## src/hdl/sssa_pkg.sv

```systemverilog
// Package for the strip sample slope angle core.
// Holds widths, slope coefficients, the CORDIC step table and shared types; no dependencies.
package sssa_pkg;

  localparam int SAMPLE_BITS     = 8;
  localparam int ANGLE_FRAC_BITS = 14;
  localparam int NUM_SAMPLES     = 6;
  localparam int OUT_BITS        = ANGLE_FRAC_BITS + 2;
  localparam int ZQ              = 30;
  localparam int CORDIC_ITERS    = 30;
  // |N| is at most 27 * max sample.
  localparam int NUM_MAG_BITS    = SAMPLE_BITS + 6;
  localparam int NUM_BITS        = NUM_MAG_BITS + 1;
  // X grows to about 1.65 * sqrt(105^2 + N^2) * 2^30.
  localparam int XY_BITS         = NUM_MAG_BITS + ZQ + 3;
  localparam int Z_BITS          = ZQ + 3;
  localparam int SLOPE_DEN       = 105;
  localparam longint PI_HALF_Q30 = 64'd1686629713;
  localparam int ITER_BITS       = $clog2(CORDIC_ITERS);

  localparam logic signed [OUT_BITS-1:0] NEG_PI_HALF = OUT_BITS'(-((PI_HALF_Q30 +
      (64'sd1 <<< (ZQ - 1 - ANGLE_FRAC_BITS))) >>> (ZQ - ANGLE_FRAC_BITS)));

  typedef logic signed [XY_BITS-1:0] xy_t;
  typedef logic signed [Z_BITS-1:0]  z_t;

  // Per-lane result of the front end: signed slope product and the sample itself.
  typedef struct packed {
    logic signed [NUM_BITS-1:0] prod;
    logic [SAMPLE_BITS-1:0]     samp;
  } lane_t;

  // Sideband that travels with the CORDIC pipeline.
  typedef struct packed {
    logic valid;
    logic neg;
    logic zero;
    logic below;
  } side_t;

  function automatic logic signed [5:0] slope_coef(input int k);
    logic signed [5:0] c;
    c = 6'(6 * k - 15);
    return c;
  endfunction

  function automatic z_t step_angle(input int i);
    z_t a;
    unique case (i)
      0: a = Z_BITS'(843314857);
      1: a = Z_BITS'(497837829);
      2: a = Z_BITS'(263043837);
      3: a = Z_BITS'(133525159);
      4: a = Z_BITS'(67021687);
      5: a = Z_BITS'(33543516);
      6: a = Z_BITS'(16775851);
      7: a = Z_BITS'(8388437);
      8: a = Z_BITS'(4194283);
      9: a = Z_BITS'(2097149);
      default: a = Z_BITS'(64'sd1 <<< (ZQ - i));
    endcase
    return a;
  endfunction

endpackage

```

## src/hdl/sssa_lane.sv

```systemverilog
// One sample lane: passes the sample through and forms its weighted slope product.
// Depends on sssa_pkg.
module sssa_lane (
  input  logic [sssa_pkg::SAMPLE_BITS-1:0]    samp,
  input  logic signed [5:0]                   coef,
  output sssa_pkg::lane_t                     lane
);
  always_comb begin
    lane.samp = samp;
    lane.prod = $signed({{(sssa_pkg::NUM_BITS-sssa_pkg::SAMPLE_BITS){1'b0}}, samp}) *
                sssa_pkg::NUM_BITS'(coef);
  end
endmodule

```

## config.mk

```make
export PLATFORM = sky130hd
export DESIGN_NAME = sssa_lane
export DESIGN_NICKNAME = d
export VERILOG_FILES = /design/src/hdl/sssa_pkg.sv /design/src/hdl/sssa_lane.sv
export SDC_FILE = /design/constraint.sdc
export NUM_CORES = 1
export LEC_CHECK = 0
export ABC_AREA = 1
export BUFFER_PORTS_ARGS = -buffer_cell sky130_fd_sc_hd__buf_4
export CAP_MARGIN = 20
export CORE_UTILIZATION = 30
export DETAILED_ROUTE_END_ITERATION = 16
export PLACE_DENSITY_LB_ADDON = 0.05
export SLEW_MARGIN = 20
export SYNTH_ARGS = -nofsm -noshare
export SYNTH_HDL_FRONTEND = slang
export SYNTH_SLANG_ARGS = --single-unit
```

## constraint.sdc

```tcl
create_clock -name vclk -period 6.79
set_input_delay 1.6975 -clock vclk [all_inputs]
set_output_delay 1.6975 -clock vclk [all_outputs]
set_load 0.01 [all_outputs]
```

# ---- Word level (Yosys, flattened, before mapping)
# Index checks and enable logic that the tools add are counted.
dict set report word_totals {
  word_cells 1
  out_inout_bits 23
  register_bits 0
}
dict set report op_classes {
  mul 1
}
# operator count
set ops {}
lappend ops {{multiplier 9 x 6 -> 15 bit} 1}

# ---- Depth between registers and ports, before layout
# Gate-level depths: netlist (run 1).
dict set report logic_depth {
  ltp_word 1
  ltp_mapped 18
  mapped_depth_nobuf 17
}

# ---- Worst setup path before layout (run 1)
# OpenSTA, ideal clock, no wires.
dict set report synth_timing {
  path_type {in2out}
  start {input port coef[5]}
  end {output port lane[20] in the netlist's numbering}
  stages 16
  path_slack_ns -0.087
  t_arrival_ns 5.179
  path_cell_list {inv_1 > or2_2 > fa_1 > fa_1 > inv_1 > fa_1 > fa_1 > inv_1 > fa_1 > inv_1 > nand3_1 > nand3_1 > nand2_1 > nand2_1 > nand2_1 > nand2_1}
}
# item line
set synth_lines {}
lappend synth_lines {{start, declared} sssa_lane.sv:5} ;# input logic signed [5:0] coef,
lappend synth_lines {{end, declared} sssa_lane.sv:6} ;# output sssa_pkg::lane_t lane

==> metrics, run 1 <==
delay of the slowest critical-path stage 0.53 ns; grt ovf 0; GRT Util Overall 0.139; minimum clock period 6.70 ns; status finished, final reports clean; layout cells sized above 1 0.333; Min-Delay Path Class primary input to primary output; Tightest Pin Transition 0.209 ns; Initial Util 0.318; cells after synthesis 260; # setup viols final 0; maximum achievable frequency 149 MHz; Critical Path End lane[20]; Nets 388; via density per instance 4.31; Mapped Nets 334; Critical Path RT 5.09 ns; Post-Syn Area 1790 µm²; Ys Warns 0; die width 79.3 µm; # diodes 0; Max-slew headroom 0.861; crit path capture type primary output; Pleak 0.00155 µW; hpwl dp 3690 µm; DRC Markers 0; Storage cell area 0 µm²; # clk buffers 0; WP data arrival 5.00 ns; Tcrit/Tclk final 0.986; Synth-to-Final Area Change 40.6%; Site Rows 27; Yosys top cell by area fa_1; crit path from samp[0]; area of the core 5640 µm²; vias in the first global route 1565; final WL 4220 µm; die area 6290 µm²; Synth area leaders fa_1 (28%), ha_1 (24%), nand2_1 (17%); detailed-route via count 1656; crit path launch type primary input; I/O Buffers 37; Slowest-stage cell, CP fa_1; Filler cells 607; Die Span Y 79.3 µm; top-count cell post-synth nand2_1; max cap viols 0; largest net degree at the start of global routing 8; Detailed Routing Iterations Pass 1 4; first-pass GRT wire length 7070 µm; antenna violations before repair 0; worst setup path category primary input to primary output; Crit Path Max Fanout 3; crit path cell chain buf_8, or2_4, fa_1, fa_1, inv_1, fa_1, fa_1, inv_1, fa_2, inv_2, nand3_2, nand3_4, nand2_2, nand2_1, nand2_1, nand2_1, buf_6; unrepaired setup endpoints after global routing yes; I/O Pins 37; RD Place Congestion 0.778; top cells by count, synth nand2_1 (83), inv_1 (62), ha_1 (35), fa_1 (25), nor2_1 (12); final core occ 0.447; DR iter-0 viols 47; wire per inst 11.0 µm; Synth cell types 18; post-synthesis sequential area ratio 0; final hold vios 0; FFs & Latches 0; most frequent CP cell fa_1; top cell type's share of synthesized area 0.279; hold_ws 3.64 ns; Post-Syn Area per Cell 6.90 µm²; Power Density 262 nW/µm²; Max Slew Vio Count 0; post-route ant nets 0; VDD IR max 0.000196 V
==> power by group <==
part / switching [µW] / internal (µW)
Sequential: 0 / 0
Combinational: 317 / 344
Clock: 0 / 0
==> layout make-up <==
class / count / area, µm² / share of cell area
tap: 72 / 90.1 / 0.0357
multi-input combinational: 184 / 1690 / 0.671
timing repair buffer: 65 / 503 / 0.199
inverter: 63 / 236 / 0.0938
==> cell usage in the layout (no fill, tap or decap), types with 2 or more instances in the layout <==
cell | netlist | final
a21oi_1 | 3 | 2
a21oi_4 | 0 | 2
buf_4 | 8 | 62
buf_6 | 0 | 2
fa_1 | 25 | 24
ha_1 | 35 | 24
ha_4 | 0 | 10
inv_1 | 62 | 58
inv_2 | 1 | 5
nand2_1 | 83 | 77
nand2_2 | 1 | 7
nand3_1 | 10 | 5
nand3_2 | 1 | 4
nand3_4 | 0 | 2
nand4_1 | 2 | 2
nor2_1 | 12 | 11
nor2_2 | 2 | 3
or2_4 | 0 | 3
xor2_1 | 4 | 4
==> critical path: cells and delay by family <==
kind | cells | cell delay, ns
fa+ha+maj | 5 | 2.31
buf+inv | 5 | 0.37
simple gates | 7 | 0.62
==> through the flow <==
stage | TNS, ns | setup slack (ns) | cells | power (µW) | area (µm²)
2_1_floorplan | 0 | 0.0519 | 260 | 308 | 1800
3_3_place_gp | -1.19 | -0.172 | 381 | 535 | 2280
3_5_place_dp | -1.22 | -0.197 | 381 | 531 | 2280
4_1_cts | -0.00713 | -0.00713 | 382 | 614 | 2410
5_1_grt | -0.0594 | -0.0336 | 384 | 734 | 2520
6_report | 0 | 0.0918 | 384 | 661 | 2520
==> worst min-delay path by stage <==
stage | startpoint | to | slack (ns) | cells past startpoint
floorplan | samp[0] | lane[0] | 3.49 | 1
global placement | samp[7] | lane[7] | 3.64 | 2
detailed placement | samp[6] | lane[6] | 3.64 | 2
CTS | samp[6] | lane[6] | 3.64 | 2
global route | samp[7] | lane[7] | 3.65 | 2
finish | samp[6] | lane[6] | 3.64 | 2
==> layer usage <==
layer  vias up  GRT usage  share of wire
li1        866          -              -
met1       769      0.213           0.51
met2        21      0.229           0.47
met3         0    0.00115          0.018
met4         0          0              0
met5         -          0              0
==> cells by family (layout without fill, tap and decap cells) <==
kind of cell | count (synthesis) | count (layout) | synth area share
buffers and inverters | 76 | 128 | 0.176
adders and majority gates | 60 | 60 | 0.523
and+or+nand+nor | 115 | 115 | 0.264
xor gates and xnor gates | 5 | 5 | 0.0244
AOI/OAI and AO/OA | 4 | 4 | 0.0132
==> what timing repair did <==
item,4_1_cts,5_1_grt
pin swaps,10,12
setup endpoints to repair,8,9
hold buffers,0,0
buffers inserted,1,2
gates resized for setup,17,23
Note: power is estimated with default switching activity, not from simulation.
==> run 2: changes to the inputs <==
--- a/config.mk
+++ b/config.mk
@@ -11,7 +11,8 @@
 export CORE_UTILIZATION = 30
 export DETAILED_ROUTE_END_ITERATION = 16
 export PLACE_DENSITY_LB_ADDON = 0.05
-export SLEW_MARGIN = 20
+export RECOVER_POWER = 25
+export SLEW_MARGIN = 15
 export SYNTH_ARGS = -nofsm -noshare
 export SYNTH_HDL_FRONTEND = slang
 export SYNTH_SLANG_ARGS = --single-unit
==> constraint.sdc (replaced) <==
create_clock -name vclk -period 7
set_input_delay 1.75 -clock vclk [all_inputs]
set_output_delay 1.75 -clock vclk [all_outputs]
set_load 0.01 [all_outputs]
==> metrics, run 2 (synthesis gave the netlist of run 1 again) <==
Tightest Pin Transition 0.309 ns; design area 2400 µm²; area of the core 5640 µm²; hold_ws 3.83 ns; Met1 Routed Length 2180 µm; detailed-route via count 1655; unrepaired setup endpoints after global routing yes; switch share 0.498; Min-Delay Path Class primary input to primary output; DR WL met2 1950 µm; # diodes 0; Crit Path Max Fanout 3; Final Worst Setup Slack 0.103 ns; Clock power frac 0; worst setup path category primary input to primary output; crit path capture type primary output; Detailed Routing Iterations Pass 1 4; GRT Util Overall 0.142; antenna violations before repair 0; status finished, final reports clean; Nets 384; FFs & Latches 0; DR iter-0 viols 68; final WL 4290 µm; Storage cell area 0 µm²; maximum achievable frequency 145 MHz; Tcrit/Tclk final 0.985; largest net degree at the start of global routing 8; WP data arrival 5.15 ns; Slowest-stage cell, CP fa_1; Die Span Y 79.3 µm; most frequent cells in the layout nand2_1 (79), inv_1 (59), buf_4 (55), ha_1 (27), fa_1 (24); most frequent CP cell fa_1; wire per inst 11.3 µm; Initial Util 0.318; Max-slew headroom 0.794; layout cells sized above 1 0.282; metal3 WL 157 µm; sw power 291 µW; Placed Cells 378; most common cell after layout, fill and taps aside nand2_1; max cap viols 0; Site Rows 27; DRC Markers 0; Tot Pwr 585 µW; delay of the slowest critical-path stage 0.55 ns; grt ovf 0; minimum clock period 6.90 ns; cell-internal power 294 µW; crit path cell chain buf_4, or2_4, fa_1, fa_1, inv_1, fa_1, fa_1, inv_2, fa_2, inv_2, nand3_2, nand3_4, nand2_2, nand2_1, nand2_1, nand2_1, buf_6; Pleak 0.00151 µW; die width 79.3 µm; RD Place Congestion 0.786; DR top layer met3; Synth-to-Final Area Change 33.8%; I/O Pins 37; # setup viols final 0; Post-DP Area 2250 µm²; Final Non-Filler Cells 380; via density per instance 4.36; vias in the first global route 1519; Setup WS pre-CTS -0.247 ns; die area 6290 µm²; Hold-fix buffers, CTS 0; VDD IR max 0.000153 V; hpwl dp 3750 µm; post-route ant nets 0; I/O Buffers 37; Reg power frac 0; Power Density 244 nW/µm²; # clk buffers 0; crit path launch type primary input; first-pass GRT wire length 7160 µm; final hold vios 0; Comb pwr share 1.000; Critical Path RT 5.25 ns; Max Slew Vio Count 0
==> run 2: cell type report <==
cell class,count,area [µm²]
multi-input combinational,184,1620
tap,72,90.1
inverter,63,239
fill,623,3240
timing repair buffer,61,454
==> run 2: what timing repair did <==
item                                    4_1_cts  5_1_grt
endpoints found under the hold margin         0        0
endpoints found under the setup margin        8        9
setup buffers                                 2        0
resized for setup                             8       20
pin swaps                                     6       16
==> run 2: per-stage QoR <==
step                      TNS [ns]   util
after floorplan                  0      -
after global placement      -0.805  0.399
after detailed placement    -0.974  0.399
after CTS                 -0.00193  0.411
after global routing       -0.0204  0.425
final                            0  0.425
==> run 2: worst max-delay path, delay by kind of cell <==
kind,cells,cell delay [ns]
fa+ha+maj,5,2.35
simple gates,7,0.64
buf+inv,5,0.39
==> run 2: final timing paths <==
path                     from  endpoint  cells past startpoint
worst max-delay path  samp[0]  lane[18]                     17
worst min-delay path  samp[4]   lane[4]                      3
==> run 2: per-layer routing <==
layer / up-vias / global-route usage
met1: 767 / 0.220
met3: 0 / 0.00345
li1: 856 / -
met4: 0 / 0
met2: 32 / 0.232
met5: - / 0
==> run 2: power by group through the flow <==
stage | Combinational [µW] | Sequential, µW | Clock, µW
5_1_grt | 650 | 0 | 0
2_1_floorplan | 297 | 0 | 0
3_3_place_gp | 496 | 0 | 0
4_1_cts | 541 | 0 | 0
6_report | 585 | 0 | 0
3_5_place_dp | 493 | 0 | 0
