**config.mk**
```make
export PLATFORM = sky130hd
export DESIGN_NAME = sssa_merge
export DESIGN_NICKNAME = d
export VERILOG_FILES = /design/src/hdl/sssa_pkg.sv /design/src/hdl/sssa_merge.sv
export SDC_FILE = /design/constraint.sdc
export NUM_CORES = 1
export LEC_CHECK = 0
export BUFFER_PORTS_ARGS = -buffer_cell sky130_fd_sc_hd__buf_2
export CORE_MARGIN = 2
export CORE_UTILIZATION = 55
export DETAILED_ROUTE_END_ITERATION = 10
export PLACE_DENSITY = 0.84
export SLEW_MARGIN = 20
export SYNTH_ARGS = -nofsm -noshare
export SYNTH_HDL_FRONTEND = slang
export SYNTH_SLANG_ARGS = --single-unit
```
**constraint.sdc**
```tcl
create_clock -name clk -period 10.1 [get_ports clk]
set_input_delay 0.505 -clock clk [delete_from_list [all_inputs] [get_ports clk]]
set_output_delay 0.505 -clock clk [all_outputs]
set_load 0.1 [all_outputs]
```
**src/hdl/sssa_pkg.sv**
```systemverilog
// Package for the strip sample slope angle core.
// Holds widths, slope coefficients, the CORDIC step table and shared types; no dependencies.
package sssa_pkg;

  localparam int SAMPLE_BITS     = 8;
  localparam int ANGLE_FRAC_BITS = 14;
  localparam int NUM_SAMPLES     = 6;
  localparam int OUT_BITS        = ANGLE_FRAC_BITS + 2;
  localparam int ZQ              = 30;
  localparam int CORDIC_ITERS    = 30;
  // |N| is at most 27 * max sample.
  localparam int NUM_MAG_BITS    = SAMPLE_BITS + 6;
  localparam int NUM_BITS        = NUM_MAG_BITS + 1;
  // X grows to about 1.65 * sqrt(105^2 + N^2) * 2^30.
  localparam int XY_BITS         = NUM_MAG_BITS + ZQ + 3;
  localparam int Z_BITS          = ZQ + 3;
  localparam int SLOPE_DEN       = 105;
  localparam longint PI_HALF_Q30 = 64'd1686629713;
  localparam int ITER_BITS       = $clog2(CORDIC_ITERS);

  localparam logic signed [OUT_BITS-1:0] NEG_PI_HALF = OUT_BITS'(-((PI_HALF_Q30 +
      (64'sd1 <<< (ZQ - 1 - ANGLE_FRAC_BITS))) >>> (ZQ - ANGLE_FRAC_BITS)));

  typedef logic signed [XY_BITS-1:0] xy_t;
  typedef logic signed [Z_BITS-1:0]  z_t;

  // Per-lane result of the front end: signed slope product and the sample itself.
  typedef struct packed {
    logic signed [NUM_BITS-1:0] prod;
    logic [SAMPLE_BITS-1:0]     samp;
  } lane_t;

  // Sideband that travels with the CORDIC pipeline.
  typedef struct packed {
    logic valid;
    logic neg;
    logic zero;
    logic below;
  } side_t;

  function automatic logic signed [5:0] slope_coef(input int k);
    logic signed [5:0] c;
    c = 6'(6 * k - 15);
    return c;
  endfunction

  function automatic z_t step_angle(input int i);
    z_t a;
    unique case (i)
      0: a = Z_BITS'(843314857);
      1: a = Z_BITS'(497837829);
      2: a = Z_BITS'(263043837);
      3: a = Z_BITS'(133525159);
      4: a = Z_BITS'(67021687);
      5: a = Z_BITS'(33543516);
      6: a = Z_BITS'(16775851);
      7: a = Z_BITS'(8388437);
      8: a = Z_BITS'(4194283);
      9: a = Z_BITS'(2097149);
      default: a = Z_BITS'(64'sd1 <<< (ZQ - i));
    endcase
    return a;
  endfunction

endpackage

```
**src/hdl/sssa_merge.sv**
```systemverilog
// Merging stage: sums lane products, finds the largest sample and applies the cut test.
// Depends on sssa_pkg; registered outputs feed the CORDIC pipeline.
module sssa_merge (
  input  logic                                  clk,
  input  logic                                  rst_n,
  input  logic                                  en,
  input  logic                                  in_fire,
  input  sssa_pkg::lane_t [sssa_pkg::NUM_SAMPLES-1:0] lanes,
  input  logic [15:0]                           strip_noise,
  input  logic [15:0]                           snr_cut,
  output sssa_pkg::side_t                       side_r,
  output logic [sssa_pkg::NUM_MAG_BITS-1:0]     mag_r
);
  logic signed [sssa_pkg::NUM_BITS-1:0] sum;
  logic [sssa_pkg::SAMPLE_BITS-1:0]     maxs;
  logic [31:0]                          cutprod;
  sssa_pkg::side_t                      side_nxt;
  logic [sssa_pkg::NUM_MAG_BITS-1:0]    mag_nxt;

  always_comb begin
    sum  = '0;
    maxs = '0;
    for (int k = 0; k < sssa_pkg::NUM_SAMPLES; k++) begin
      sum = sum + lanes[k].prod;
      if (lanes[k].samp > maxs) maxs = lanes[k].samp;
    end
    cutprod        = snr_cut * strip_noise;
    side_nxt.valid = in_fire;
    side_nxt.below = {16'd0, maxs, 16'd0} < {{(sssa_pkg::SAMPLE_BITS){1'b0}}, cutprod};
    side_nxt.neg   = sum[sssa_pkg::NUM_BITS-1];
    side_nxt.zero  = (sum == '0);
    mag_nxt        = sssa_pkg::NUM_MAG_BITS'(sum[sssa_pkg::NUM_BITS-1] ? -sum : sum);
  end

  always_ff @(posedge clk) begin
    if (!rst_n) begin
      side_r <= '0;
    end else if (en) begin
      side_r <= side_nxt;
    end
  end

  always_ff @(posedge clk) begin
    if (en) mag_r <= mag_nxt;
  end
endmodule

```
* Word level (Yosys, flattened, before mapping)
Cells that the tools add are included.
W data, S select, Z words.
** Word-level totals
- Register bits after elaboration :: 18
- Output and inout port bits :: 18
- Input bits :: 174
- Word-level logic and storage cells :: 27
** Operators by class
- $mul :: 1
- $add $sub $neg :: 6
- Reduce and logical (&&, ||, !) cells :: 1
- Order comparisons :: 7
- Muxes and demuxes :: 7
** Operators by type and width (number)
- $add A15 B15 Y15 :: 5
- $mux W8 :: 6
- $gt A8 B8 Y1 :: 5
- $lt A24 B32 Y1 :: 1
- $mul A16 B16 Y32 :: 1
- $logic_not A15 Y1 :: 1
- $mux W14 :: 1
- $neg A14 Y14 :: 1
- $gt A8 B1 Y1 const B :: 1

* Longest topological paths before layout
- Depth after elaboration :: 13
- Depth in mapped cells :: 57
- Mapped depth without buffers :: 54

* Least setup slack after synthesis
OpenSTA, ideal clock, no wires.
- Path kind :: input port to flip-flop
- Start point :: input port lanes[1] in the netlist's numbering
- End point :: register side_r[0] in the netlist's numbering
- Setup time :: 0.127 ns
- Arrival time :: 10.068 ns
- Required time :: 9.973 ns
- Path buffers :: 3
- Stages :: 55
- Path slack :: -0.095 ns
- Cell sequence :: inv_1 -> ha_1 -> nor2b_1 -> o211ai_2 -> a21oi_2 -> o31ai_4 -> mux2i_1 -> ha_1 -> a21o_1 -> a221oi_1 -> o211ai_1 -> nand2_1 -> clkbuf_1 -> nor2_1 -> a21oi_1 -> inv_1 -> ha_1 -> nand4_1 -> (+19 left out) -> o21ai_0 -> nand2b_1 -> a21oi_1 -> o21ai_0 -> o31a_1 -> buf_1 -> nand2_1 -> o31ai_1 -> ha_1 -> nand2b_1 -> a2111oi_0 -> nand4_1 -> a2111oi_0 -> o2111ai_1 -> nor4_1 -> o21ai_0 -> nor4_1 -> a31oi_1
** On the way
- Longest elaborated chain between the ends :: 13
** RTL lines
- start, declared :: line sssa_merge.sv:8 : input sssa_pkg::lane_t [sssa_pkg::NUM_SAMPLES-1:0] lanes,
- $gt A8 B1 Y1 :: line sssa_merge.sv:25 : if (lanes[k].samp > maxs) maxs = lanes[k].samp;
- $mux W8 * :: line sssa_merge.sv:25
- $gt A8 B8 Y1 :: line sssa_merge.sv:25
- $mux W8 * :: line sssa_merge.sv:25
- $gt A8 B8 Y1 :: line sssa_merge.sv:25
- $mux W8 * :: line sssa_merge.sv:25
- $gt A8 B8 Y1 :: line sssa_merge.sv:25
- $mux W8 * :: line sssa_merge.sv:25
- $gt A8 B8 Y1 :: line sssa_merge.sv:25
- $mux W8 * :: line sssa_merge.sv:25
- $gt A8 B8 Y1 :: line sssa_merge.sv:25
- $mux W8 * :: line sssa_merge.sv:25
- $lt A24 B32 Y1 * :: line sssa_merge.sv:29 : side_nxt.below = {16'd0, maxs, 16'd0} < {{(sssa_pkg::SAMPLE_BITS){1'b0}}, cutprod};
- end signal, assigned :: line sssa_merge.sv:39 : side_r <= side_nxt;
- end, declared :: line sssa_merge.sv:11 : output sssa_pkg::side_t side_r,
Every way passes the cells marked *; elsewhere a longest branch is shown, timed or not.
A chain may end at the register's enable or synchronous reset.

* Worst setup path in the final report
- Start point :: input port lanes[6] in the netlist's numbering
- End point :: register side_r[0] in the netlist's numbering
Same word-level chain as after synthesis.

==> metrics.csv <==
metric,value,unit
status,"finished, violations left",
failing checks,negative setup slack,
synthesized flop and latch total,18,
RSZ-0062 raised after global routing,yes,
share of the synthesized area in the top cell type,38.33,%
Synth cell types,70,
Crit-path slowest cell,or3_4,
WL final,32310,µm
vias in the first global route,12100,
FF-to-FF Start,side_r[0]$_SDFFE_PN0P_,
CTS Hold Bufs,0,
remaining global-route overflow,0,
Achievable Freq,98.25,MHz
largest net degree at the start of global routing,23,
Hold Fails Final Rpt,0,
Critical Path AT,10310,ps
top fanout value on the critical path,7,
gr usage total,26.28,%
synth top area cells,"fa_1 38%, ha_1 16%, inv_1 9.6%",
Top Usage Layer GRT,met2,
Row Count,56,
Initial DRC Count,581,
clk slew on worst S/H paths,60,ps
synthesized cell area,0.01300,mm²
"Largest stage delay, worst path",350,ps
H-tree levels,1,
synthesized area per cell,8.664,µm²
Pre-antenna DRT Iters,5,
Cells after Synth,1501,
hold path depth,2,
final instance area,0.01552,mm²
# nets final,2322,
slew margin rel.,55.94,%
WL per Instance,15.74,µm
fillers,1809,
grt met3 use,2.847,%
clock root buffer,clkbuf_16,
Non-Filler Instances,2053,
Hold Startpoint,side_r[1]$_SDFFE_PN0P_,
post-synth net total,2088,
WP data required,10230,ps
"Clk Latency, worst-skew pair",250,ps
max_cap viols,0,
Worst Reg-to-Reg Cells,2,
cell taking the most area after synthesis,fa_1,
Vias,11280,
first-pass GRT wire length,53430,µm
die width,157.8,µm
CP endpoint kind,register,
Yosys warnings,0,
post-synthesis sequential area ratio,3.848,%
final worst slack,-78.48,ps
Post-DRT Antenna Nets,0,
CTS tree,done,
core area,0.02333,mm²
port bufs,191,
number of buffers created by CTS,3,
Starting Density,55.74,%
Setup Skew,0,ps
die height,157.8,µm
RD Place Congestion,0.8908,
r2r setup slk,9320,ps
Slew @ Worst Pin,657.6,ps
ys async rst share,0,%
"top cells by count, synth","333 x inv_1, 249 x fa_1, 211 x nand2_1",
crit share post-route,100.8,%
"Setup violations, final",1,
initial antenna violation count,0,
Crit Path Class,in2reg,
hpwl dp,27060,µm
hold endpoint,side_r[1]$_SDFFE_PN0P_,
"EDFF count, synth",14,
die area,0.02489,mm²
most common cell in the netlist,inv_1,
Clock Path Buffers,2,
Final Util,66.53,%
num ports,192,
Synth-to-Final Area Change,19.37,%
routed vias/inst,5.495,
grt met2 use,49.30,%
Synth Flop Type,edfxtp_1,
Worst Setup Start Kind,primary input,
CP dominant cell by count,buf_6,
hold crit path type,reg2reg,
crit path time final,10180,ps
antenna cells,0,
routing usage on met1,31.01,%
r2r endpoint,side_r[0]$_SDFFE_PN0P_,
DP Cell Count,2030,
drt drc,0,
layout cells sized above 1,22.03,%
Placed Area,0.01464,mm²
"Slew Viols, Final",0,
# clock sinks,18,
## layout make-up
cell class                 instances  area, µm²  area share (%)
clock inverter                     1      3.754         0.02418
tap                              319      399.1           2.571
inverter                         333       1250           8.052
clock buffer                       3      75.07          0.4836
sequential                        18      500.5           3.224
timing repair buffer             268       1575           10.15
multi-input combinational       1111      11720           75.50
## cell usage in the layout, fill, tap and decap left out, types with 5 or more instances in the layout
master | netlist | layout
xor2_1 | 23 | 23
mux2_4 | 0 | 9
nand4_1 | 11 | 11
nor3_2 | 0 | 8
nand3_2 | 0 | 6
o31a_1 | 5 | 5
buf_4 | 0 | 66
o31ai_1 | 9 | 5
and2_1 | 91 | 91
a21oi_1 | 57 | 45
fa_1 | 249 | 249
nor3_1 | 21 | 13
inv_2 | 0 | 6
mux2i_4 | 2 | 6
edfxtp_1 | 14 | 14
nand2b_1 | 9 | 9
nor2_1 | 43 | 41
inv_1 | 333 | 327
a21o_1 | 20 | 20
nand3_1 | 15 | 9
a21oi_2 | 4 | 15
nand2_1 | 211 | 209
o21ai_1 | 0 | 5
buf_2 | 1 | 191
ha_1 | 164 | 147
nor2b_1 | 9 | 7
o21ai_0 | 30 | 22
ha_4 | 0 | 16
buf_6 | 1 | 11
or2_1 | 6 | 6
xnor2_1 | 30 | 29
## repair_timing
action,in CTS,in global routing
gates resized for setup,7,125
buffers inserted,1,16
cloned,0,2
pin swaps,5,62
endpoints found under the setup margin,1,1
## per-layer routing
layer	up-vias	part of all wire (%)	wire, µm
li1	5174	-	-
met1	5596	38	12410
met2	402	53	17230
met3	109	4.8	1558
met4	0	3.4	1109
met5	-	0	0
## state kept, by name, indices dropped and copies added (netlist names)
register,cells
mag_r,14
side_r,4
## critical path: cells and delay by family
| kind | cells | cell delay, ps |
|---|---|---|
| and+or+nand+nor | 15 | 2570 |
| AOI/OAI and AO/OA | 19 | 3340 |
| muxes | 4 | 1160 |
| adders and majority gates | 6 | 1440 |
| buffers and inverters | 10 | 1250 |
## stage by stage
step                TNS [ps]  setup WS, ps  hold slack (ps)
floorplan                  0         33.12            617.5
global placement      -49.07        -49.07            460.7
detailed placement    -567.8        -567.8            461.2
CTS                        0        0.5471            479.9
global route          -583.4        -583.4            503.7
finish                -78.48        -78.48            476.2
## worst max-delay path by stage
stage / from / end / cells after the start
floorplan: lanes[6] / side_r[0]$_SDFFE_PN0P_ / 54
global placement: lanes[5] / side_r[0]$_SDFFE_PN0P_ / 55
detailed placement: lanes[1] / side_r[0]$_SDFFE_PN0P_ / 55
CTS: lanes[1] / side_r[0]$_SDFFE_PN0P_ / 53
global route: lanes[6] / side_r[0]$_SDFFE_PN0P_ / 57
finish: lanes[6] / side_r[0]$_SDFFE_PN0P_ / 54
## cells by family after synthesis
kind of cell / Yosys count / synth area share [%]
fa+ha+maj: 413 / 54.11
buf+inv: 373 / 10.84
simple gates: 437 / 15.91
compound gates: 184 / 9.631
flops: 18 / 3.848
mux: 23 / 2.088
xor+xnor: 53 / 3.569
Power is not shown: default switching activity piles up to over one toggle a cycle in this logic, so the estimate is an artifact.
